## config.mk

```make
export PLATFORM = sky130hd
export DESIGN_NAME = key_scan_long_press_core
export DESIGN_NICKNAME = d
export VERILOG_FILES = /design/src/hdl/ksl_pkg.sv /design/src/hdl/ksl_scan.sv /design/src/hdl/key_scan_long_press_core.sv
export SDC_FILE = /design/constraint.sdc
export NUM_CORES = 1
export LEC_CHECK = 0
export ABC_AREA = 1
export BUFFER_PORTS_ARGS = -buffer_cell sky130_fd_sc_hd__buf_2
export CORE_MARGIN = 2
export CORE_UTILIZATION = 45
export DETAILED_ROUTE_END_ITERATION = 8
export PLACE_DENSITY = 0.65
export REMOVE_ABC_BUFFERS = 1
export SKIP_CTS_REPAIR_TIMING = 1
export SLEW_MARGIN = 20
export SYNTH_ARGS = -nofsm -noshare
export SYNTH_HDL_FRONTEND = slang
export SYNTH_SLANG_ARGS = --single-unit
```

## constraint.sdc

```tcl
create_clock -name clk_i -period 3.75 [get_ports clk_i]
set_input_delay 0.1875 -clock clk_i [delete_from_list [all_inputs] [get_ports clk_i]]
set_output_delay 0.1875 -clock clk_i [all_outputs]
set_load 0.1 [all_outputs]
```

## src/hdl/ksl_pkg.sv

```systemverilog
`timescale 1ns / 1ps

package ksl_pkg;

  localparam int unsigned TickDivideReset = 20;
  localparam int unsigned LongPressMs     = 3000;
  localparam int unsigned LongPressReset  =
    (LongPressMs + TickDivideReset - 1) / TickDivideReset;

  localparam logic [7:0]  TICK_DIVIDE_RST = 8'(TickDivideReset);
  localparam logic [15:0] LONG_PRESS_RST  = 16'(LongPressReset);

  localparam int unsigned CfgDataWidth = 16;

  typedef enum logic {
    CFG_TICK_DIVIDE = 1'b0,
    CFG_LONG_PRESS  = 1'b1
  } cfg_idx_e;

  typedef enum logic {
    CMD_TICK  = 1'b0,
    CMD_FETCH = 1'b1
  } cmd_e;

  localparam logic [1:0] KEY_NONE = 2'd0;
  localparam logic [1:0] KEY_1    = 2'd1;
  localparam logic [1:0] KEY_2    = 2'd2;
  localparam logic [1:0] KEY_3    = 2'd3;

  typedef struct packed {
    logic       command;
    logic [2:0] key_levels;
    logic       guard_active;
  } item_t;

  typedef struct packed {
    logic [1:0] key_number;
    logic       sleep_request;
    logic       clear_guard;
    logic       reset_idle_timer;
  } result_t;

  typedef struct packed {
    logic [7:0]  tick_count;
    logic [1:0]  current_code;
    logic [1:0]  previous_code;
    logic [15:0] hold_count;
    logic        long_press_done;
    logic [1:0]  pending_key;
  } state_t;

  typedef struct packed {
    logic [7:0]  tick_divide;
    logic [15:0] long_press_scans;
  } cfg_t;

  function automatic logic [1:0] encode_keys(input logic [2:0] levels);
    logic [1:0] code;
    code = KEY_NONE;
    priority if (levels[0]) code = KEY_1;
    else if (levels[1]) code = KEY_2;
    else if (levels[2]) code = KEY_3;
    else code = KEY_NONE;
    return code;
  endfunction

endpackage

```

## src/hdl/ksl_scan.sv

```systemverilog
`timescale 1ns / 1ps

module ksl_scan import ksl_pkg::*; (
  input  item_t   item_i,
  input  state_t  state_i,
  input  cfg_t    cfg_i,
  output state_t  state_o,
  output result_t result_o
);

  logic [7:0]  tick_inc;
  logic [1:0]  code_new;
  logic [15:0] hold_new;

  assign tick_inc = state_i.tick_count + 8'd1;
  assign code_new = encode_keys(item_i.key_levels);

  always_comb begin
    state_o  = state_i;
    result_o = '0;
    hold_new = state_i.hold_count;
    if (item_i.command == CMD_FETCH) begin
      result_o.key_number = state_i.pending_key;
      state_o.pending_key = KEY_NONE;
    end else if (tick_inc < cfg_i.tick_divide) begin
      state_o.tick_count = tick_inc;
    end else begin
      state_o.tick_count    = '0;
      state_o.previous_code = state_i.current_code;
      state_o.current_code  = code_new;
      if (item_i.guard_active) begin
        if (code_new != KEY_3) begin
          result_o.clear_guard      = 1'b1;
          result_o.reset_idle_timer = (state_i.current_code == KEY_3);
        end
        state_o.hold_count      = '0;
        state_o.long_press_done = 1'b0;
      end else begin
        if (code_new == KEY_3) begin
          if (state_i.hold_count < cfg_i.long_press_scans) begin
            hold_new = state_i.hold_count + 16'd1;
          end
          state_o.hold_count = hold_new;
          if (!state_i.long_press_done && hold_new >= cfg_i.long_press_scans) begin
            state_o.long_press_done = 1'b1;
            result_o.sleep_request  = 1'b1;
          end
        end else begin
          state_o.hold_count = '0;
        end
        // release of all keys
        if (code_new == KEY_NONE && state_i.current_code != KEY_NONE) begin
          if (!(state_i.current_code == KEY_3 && state_i.long_press_done)) begin
            state_o.pending_key = state_i.current_code;
          end
          state_o.long_press_done   = 1'b0;
          result_o.reset_idle_timer = 1'b1;
        end
      end
    end
  end

endmodule

```

## src/hdl/key_scan_long_press_core.sv

```systemverilog
`timescale 1ns / 1ps
// data path: a word is registered on input and its result is registered into the result
// register when the output is free; an output stall holds it in the input stage
// throughput: one word per cycle unless stalled; input stage and result register form a
// two-stage pipeline whose scan state updates when a word moves into the result register
// reset: valid flags, scan state and configuration registers return to their defaults
// (tick divide 20, long press 150 scans); no words are held after reset

module key_scan_long_press_core import ksl_pkg::*; (
  input  logic                    clk_i,
  input  logic                    rst_ni,
  input  logic                    cfg_we_i,
  input  logic                    cfg_idx_i,
  input  logic [CfgDataWidth-1:0] cfg_data_i,
  input  logic                    in_vld_i,
  output logic                    in_stall_o,
  input  logic                    command_i,
  input  logic [2:0]              key_levels_i,
  input  logic                    guard_active_i,
  output logic                    out_vld_o,
  input  logic                    out_stall_i,
  output logic [1:0]              key_number_o,
  output logic                    sleep_request_o,
  output logic                    clear_guard_o,
  output logic                    reset_idle_timer_o
);

  cfg_t    cfg_q;
  state_t  state_q, state_d;
  item_t   item_q;
  logic    in_vld_q;
  result_t res_q, res_d;
  logic    out_vld_q;
  logic    out_free;
  logic    advance;
  logic    in_take;

  assign out_free   = !out_vld_q || !out_stall_i;
  assign advance    = in_vld_q && out_free;
  assign in_stall_o = in_vld_q && !out_free;
  assign in_take    = in_vld_i && !in_stall_o;

  ksl_scan u_scan (
    .item_i   (item_q),
    .state_i  (state_q),
    .cfg_i    (cfg_q),
    .state_o  (state_d),
    .result_o (res_d)
  );

  always_ff @(posedge clk_i or negedge rst_ni) begin
    if (!rst_ni) begin
      cfg_q.tick_divide      <= TICK_DIVIDE_RST;
      cfg_q.long_press_scans <= LONG_PRESS_RST;
    end else if (cfg_we_i) begin
      unique case (cfg_idx_e'(cfg_idx_i))
        CFG_TICK_DIVIDE: cfg_q.tick_divide      <= cfg_data_i[7:0];
        CFG_LONG_PRESS:  cfg_q.long_press_scans <= cfg_data_i[15:0];
        default: ;
      endcase
    end
  end

  always_ff @(posedge clk_i or negedge rst_ni) begin
    if (!rst_ni) begin
      in_vld_q  <= 1'b0;
      out_vld_q <= 1'b0;
      state_q   <= '0;
    end else begin
      if (in_take) begin
        in_vld_q <= 1'b1;
      end else if (advance) begin
        in_vld_q <= 1'b0;
      end
      if (advance) begin
        out_vld_q <= 1'b1;
        state_q   <= state_d;
      end else if (!out_stall_i) begin
        out_vld_q <= 1'b0;
      end
    end
  end

  always_ff @(posedge clk_i) begin
    if (in_take) begin
      item_q.command      <= command_i;
      item_q.key_levels   <= key_levels_i;
      item_q.guard_active <= guard_active_i;
    end
    if (advance) begin
      res_q <= res_d;
    end
  end

  assign out_vld_o          = out_vld_q;
  assign key_number_o       = res_q.key_number;
  assign sleep_request_o    = res_q.sleep_request;
  assign clear_guard_o      = res_q.clear_guard;
  assign reset_idle_timer_o = res_q.reset_idle_timer;

`ifndef NO_ASSERTIONS
  a_fetch_no_pulse: assert property (@(posedge clk_i) disable iff (!rst_ni)
    out_vld_o && key_number_o != KEY_NONE |->
      !sleep_request_o && !clear_guard_o && !reset_idle_timer_o)
    else $error("fetch word carries a pulse");

  a_sleep_not_guard: assert property (@(posedge clk_i) disable iff (!rst_ni)
    out_vld_o |-> !(sleep_request_o && clear_guard_o))
    else $error("sleep request and guard clear together");

  a_stall_needs_word: assert property (@(posedge clk_i) disable iff (!rst_ni)
    !in_vld_q |-> !in_stall_o)
    else $error("input stalled with empty stage");

  a_state_only_on_advance: assert property (@(posedge clk_i) disable iff (!rst_ni)
    !advance |=> $stable(state_q))
    else $error("scan state changed without a word");
`endif

endmodule

```

Word level (Yosys, flattened, before mapping)

Cells that the tools add are included.

Register bits after elaboration: 65
Input port bits: 27
Output and inout bits: 7

Muxes and demuxes: 26
Eq/ne operators: 7
Magnitude comparators: 3
$add $sub $neg: 2
Bitwise operators: 5
Reduce and logical (&&, ||, !) cells: 27

Operators with widths:

| cell                  | number |
|---|---|
| $mux 16               | 6 |
| $mux 17               | 1 |
| $add 16x1->16 const B | 1 |
| $ge 16x16->1          | 1 |
| $lt 16x16->1          | 1 |
| $mux 2                | 8 |
| $reduce_and 5->1      | 2 |
| $mux 1                | 9 |
| $add 8x1->8 const B   | 1 |
| $lt 8x8->1            | 1 |
| $mux 8                | 1 |
| $logic_and 1x1->1     | 6 |
| $ne 2x2->1 const B    | 3 |
| $reduce_and 2->1      | 3 |
| $reduce_bool 2->1     | 3 |
| $reduce_bool 3->1     | 2 |
| $logic_not 1->1       | 5 |
| $not 1->1             | 5 |
| $eq 2x2->1 const B    | 2 |
| $ne 2x1->1 const B    | 2 |
| $reduce_or 4->1       | 1 |
| $mux 3                | 1 |
| $reduce_and 3->1      | 1 |
| $reduce_or 3->1       | 1 |
| other kinds (3)       | 3 |

Longest topological paths before layout

Depth after elaboration: 16
Depth in mapped cells: 25

Hierarchy

From an unflattened synthesis, not the netlist that was laid out.

Cell total of the unflattened synthesis: 700
Area total of the unflattened synthesis: 4947.2 um^2

By module, submodules not included:

| module                   | cells an instance | seq. area each (um^2) | instances | area an instance (um^2) |
|---|---|---|---|---|
| key_scan_long_press_core | 262               | 1734.2                | 1         | 2625.0 |
| ksl_scan                 | 438               | 0.0                   | 1         | 2322.2 |

Worst setup path before layout

Ideal clock, no wire load.

Path kind: register to register
Start point: register out_vld_q (netlist: out_vld_o)
End point: register item_q[0] in the netlist's numbering (enable)
Library setup time: 0.258 ns
Clock period less this slack: 3.031 ns
Required time: 3.492 ns
Cell stages (with the launch flop): 6
Path slack: 0.719 ns
Arrival time: 2.773 ns
Cell sequence: dfrtp_1 > nand2_1 > nor2_1 > inv_1 > nand2_1 > inv_1

Longest elaborated chain between the ends: 6

Ends and longest elaborated chain:

| item                     | RTL line                       | source |
|---|---|---|
| start: declaration       | key_scan_long_press_core.sv:33 | `logic out_vld_q;` |
| start signal: assignment | key_scan_long_press_core.sv:67 | `out_vld_q <= 1'b0;` |
| start signal: assignment | key_scan_long_press_core.sv:76 | `out_vld_q <= 1'b1;` |
| start signal: assignment | key_scan_long_press_core.sv:79 | `out_vld_q <= 1'b0;` |
| $logic_not 1->1          | key_scan_long_press_core.sv:38 | `assign out_free = !out_vld_q \|\| !out_stall_i;` |
| $logic_or 1x1->1         | key_scan_long_press_core.sv:38 |  |
| $logic_not 1->1          | key_scan_long_press_core.sv:40 | `assign in_stall_o = in_vld_q && !out_free;` |
| $logic_and 1x1->1        | key_scan_long_press_core.sv:40 |  |
| net in_stall_o           | key_scan_long_press_core.sv:16 | `output logic in_stall_o,` |
| $logic_not 1->1          | key_scan_long_press_core.sv:41 | `assign in_take = in_vld_i && !in_stall_o;` |
| $logic_and 1x1->1        | key_scan_long_press_core.sv:41 |  |
| net in_take              | key_scan_long_press_core.sv:36 | `logic in_take;` |
| end: declaration         | key_scan_long_press_core.sv:30 | `item_t item_q;` |

The timed path passes the listed nets, and every way through them passes these cells.
A chain may end at the register's enable or synchronous reset.

Final worst setup path

Start point: register state_q[17] in the netlist's numbering
End point: register res_q (netlist bit sleep_request_o) (data pin)

Longest elaborated chain between the ends: 9
Elaborated cells on any way between the ends: 10
Classes of those cells: add/sub: 1; order compare: 2; mux: 6; reduce/logical: 1

Ends and longest elaborated chain:

| item                                          | RTL line                       | source |
|---|---|---|
| start: declaration                            | key_scan_long_press_core.sv:29 | `state_t state_q, state_d;` |
| start signal: assignment                      | key_scan_long_press_core.sv:77 | `state_q <= state_d;` |
| $add 16x1->16 or $lt 16x16->1 (tied branches) | ksl_scan.sv:41, ksl_scan.sv:40 |  |
| $mux 16 *                                     | ksl_scan.sv:40                 | `if (state_i.hold_count < cfg_i.long_press_scans) begin` |
| $mux 16 *                                     | ksl_scan.sv:39                 | `if (code_new == KEY_3) begin` |
| $mux 16 *                                     | ksl_scan.sv:31                 | `if (item_i.guard_active) begin` |
| $mux 16 *                                     | ksl_scan.sv:25                 | `end else if (tick_inc < cfg_i.tick_divide) begin` |
| $mux 16 *                                     | ksl_scan.sv:22                 | `if (item_i.command == CMD_FETCH) begin` |
| $ge 16x16->1 *                                | ksl_scan.sv:44                 | `if (!state_i.long_press_done && hold_new >= cfg_i.long_press_scans) begin` |
| $logic_and 1x1->1 *                           | ksl_scan.sv:44                 |  |
| $mux 1 *                                      | ksl_scan.sv:44                 |  |
| end signal: assignment                        | key_scan_long_press_core.sv:91 | `res_q <= res_d;` |
| end: declaration                              | key_scan_long_press_core.sv:32 | `result_t res_q, res_d;` |

Every way passes the cells marked *; elsewhere a longest branch is shown, timed or not. The select of a mux whose other input is x is not followed.

==> summary.md <==
| Metric | Value |
|---|---|
| Final Setup Violations | 0 |
| CP required | 3.94 ns |
| Area of the die | 10400 um2 |
| Clock power frac | 29.9% |
| HP Class | in -> reg |
| Clock sink count | 65 |
| Rel. slew slack | 33.7% |
| Fraction of power spent switching nets | 35.3% |
| Non-Filler Instances | 737 |
| Met2 WL | 4.15 mm |
| Total track usage | 19.0% |
| Post-layout total power | 2.02 mW |
| H-Tree Depth | 3 |
| Port bufs | 33 |
| Max-cap viol count | 0 |
| Layout cells sized above 1 | 12.5% |
| FP Rows | 35 |
| FF+latch area | 1680 um2 |
| DR iter-0 viols | 171 |
| TritonCTS clock tree | built |
| Setup ws final | 0.547 ns |
| CORE AREA | 9240 um2 |
| Dpl ws | 0.591 ns |
| Clock-pin transition on the worst setup and hold timing paths | 0.09 ns |
| # IOs | 34 |
| Netlist cell types | 33 |
| Detailed Place HPWL | 6.68 mm |
| Flops & latches, synth | 65 |
| Critical path arrival | 3.39 ns |
| Post-Synthesis Mean Instance Area | 7.59 um2 |
| # DRC | 0 |
| Vias in the first global route | 3504 |
| Total grt overflow | 0 |
| TritonCTS Buffers | 9 |
| Die X | 102 um |
| Routed length on met3 | 348 um |
| Setup TNS Final | 0 ns |
| Final net count | 670 |
| Drt wl/cell | 12.0 um |
| Final core utilization | 51.5% |
| RSZ-0062 raised after global routing | false |
| Post-Route M1 WL | 4.24 mm |
| Die height | 102 um |
| Peak VDD IR | 266 uV |
| Fmax | 312 MHz |
| CTS Buffer Depth | 2 |
| Area of the multi-input gates | 2160 um2 |
| Switching power | 714 uW |
| Worst-skew pair later-pin latency | 0.35 ns |
| Mapped cell area | 4300 um2 |
| Status | finished, final reports clean |
| Antenna Nets Post-Route | 0 |
| Hold Vio Cnt, Final | 0 |
| Sequential share of the synthesized area | 39.2% |
| Diode count | 0 |
| Placed cells | 720 |
| Worst clock skew | 0.0131 ns |
| Via count | 3584 |
| Initial antenna violation count | 0 |
| Startpoint Class | flip-flop |
| Total iterations of the first detailed-routing run | 4 |
| Post-Route WL | 8.86 mm |
| Global placer's final weighted congestion | 0.873 |
| Worst-path fanout max | 17 |
| Vias/cell | 4.86 |
| Clk Tree Root Cell | clkbuf_8 |
| Cells after synthesis | 567 |
| Uppermost layer routed | met4 |
| Initial Util | 46.6% |
| Yosys warning total | 0 |
| Largest net degree at the start of global routing | 33 |
| Fin crit share | 85.4% |
| Int Power | 1.31 mW |
| Flop pwr share | 43.5% |
| First-pass GRT wire length | 15.6 mm |
| Gate power share | 26.6% |
| Measured slew at the worst slew-check pin | 0.992 ns |
| Fill cells | 879 |
| Leakage power | 2.67 nW |
| Worst reg-to-reg setup slack | 0.55 ns |
| Setup CP Type | reg -> reg |
| Period minus WS final | 3.20 ns |
| Kind of end point of the critical path | flip-flop |
| Power Density | 425 nW/um2 |
| Fin. max-slew vios | 0 |
| P&R area growth vs syn | 10.6% |
power by group through the flow:
stage                     clock network [mW]  logic, mW  registers (mW)
after floorplan                            0      0.357           0.933
after global placement                     0      0.522           0.891
after detailed placement                   0      0.545           0.893
after CTS                              0.619      0.549           0.880
after global routing                   0.652      0.627           0.893
final                                  0.606      0.538           0.881
cell usage after synthesis:
library cell	number	share of area (%)
nor2_1	31	2.7
nand3_1	46	5.4
nand2_8	1	0.47
o21bai_1	3	0.52
xor2_1	14	2.9
a31oi_1	1	0.15
inv_1	99	8.6
ha_1	40	12
a21oi_1	26	3.0
a22o_1	2	0.41
nor2_4	2	0.52
o21a_1	1	0.17
inv_2	2	0.17
and2_1	1	0.15
buf_6	2	0.52
a21boi_0	1	0.17
edfxtp_1	10	7.0
o22ai_1	2	0.29
o21ai_0	28	3.3
dfrtp_1	49	29
buf_12	1	0.47
o21ai_1	1	0.12
clkbuf_1	3	0.26
nand2_4	1	0.26
nand2_2	13	1.9
nand2_1	159	14
buf_1	1	0.087
nand4_1	5	0.73
dfstp_2	6	3.7
a21oi_2	1	0.20
buf_2	2	0.23
nor3_1	12	1.4
clkbuf_8	1	0.32
sequential cells by signal, indices dropped and copies added (netlist names):
name                count
out_vld_o               1
in_vld_q                1
key_number_o            2
state_q                29
item_q                  5
sleep_request_o         1
clear_guard_o           1
reset_idle_timer_o      1
cfg_q                  24
layout by cell type, fill, tap and decap left out, types with 2 or more instances in the layout:
cell type	n
dfrtp_1	49
buf_2	33
nand3_1	46
nand4_1	5
a21oi_1	26
clkinv_4	3
inv_2	2
o21bai_1	3
nor2_1	31
nor2_4	2
ha_1	40
a22o_1	2
nor3_1	12
edfxtp_1	10
o22ai_1	2
inv_1	99
clkinv_2	3
dfstp_2	6
xor2_1	14
nand2_1	159
clkbuf_8	9
nand2_2	13
o21ai_0	28
logic make-up (layout without fill, tap and decap cells):
family	after synthesis	count (layout)	synth area share (%)
fa+ha+maj	40	40	11.6
simple gates	271	271	27.3
xor+xnor	14	14	2.85
buf+inv	111	152	10.7
compound gates	66	66	8.32
flops	65	65	39.2
through the flow:
stage	hold WS (ns)	instance area (um2)
floorplan	-0.108	4220
global placement	0.266	4550
detailed placement	0.268	4550
CTS	-0.116	4750
global route	0.00142	4760
finish	0.0150	4760
path summary, 6_finish.rpt:
kind                              endpoint           start  depth (start not counted)
min                              item_q[0]  guard_active_i                          1
max reg2reg                sleep_request_o     state_q[17]                         18
max in group asynchronous         cfg_q[1]          rst_ni                          3
max                        sleep_request_o     state_q[17]                         18
min in group asynchronous      state_q[13]          rst_ni                          2
min reg2reg                       cfg_q[1]        cfg_q[1]                          2
worst max-delay path, stage by stage, from the launching register on:
cell and delay, ns:
dfrtp_1 0.43, ha_1 0.32, nand4_1 0.14, nor3_1 0.37, nand2_4 0.23, nand2_8 0.20, nand2_2 0.07, nand2_1 0.06
inv_1 0.05, ha_1 0.28, nand2_1 0.06, nor2_1 0.20, nand2_1 0.12, o21bai_1 0.17, inv_1 0.05, nand2_1 0.05
nand2_1 0.08, nand2_1 0.05, nor3_1 0.11
per-layer routing:
| layer | global-route usage, % | vias to the layer above |
|---|---|---|
| met5 | 0 | - |
| met4 | 5.51 | 0 |
| met3 | 3.66 | 12 |
| met2 | 31.3 | 63 |
| met1 | 25.4 | 1634 |
| li1 | - | 1875 |
cell type report:
class	instances	share of cell area [%]
flip-flops and latches	65	35.4
multi-input cells	391	45.3
well taps	129	3.39
clock buffers	9	2.60
inverters	101	7.97
clock inverters	7	1.50
repair buffers	35	3.84
Note: power is estimated with default switching activity, not from simulation.
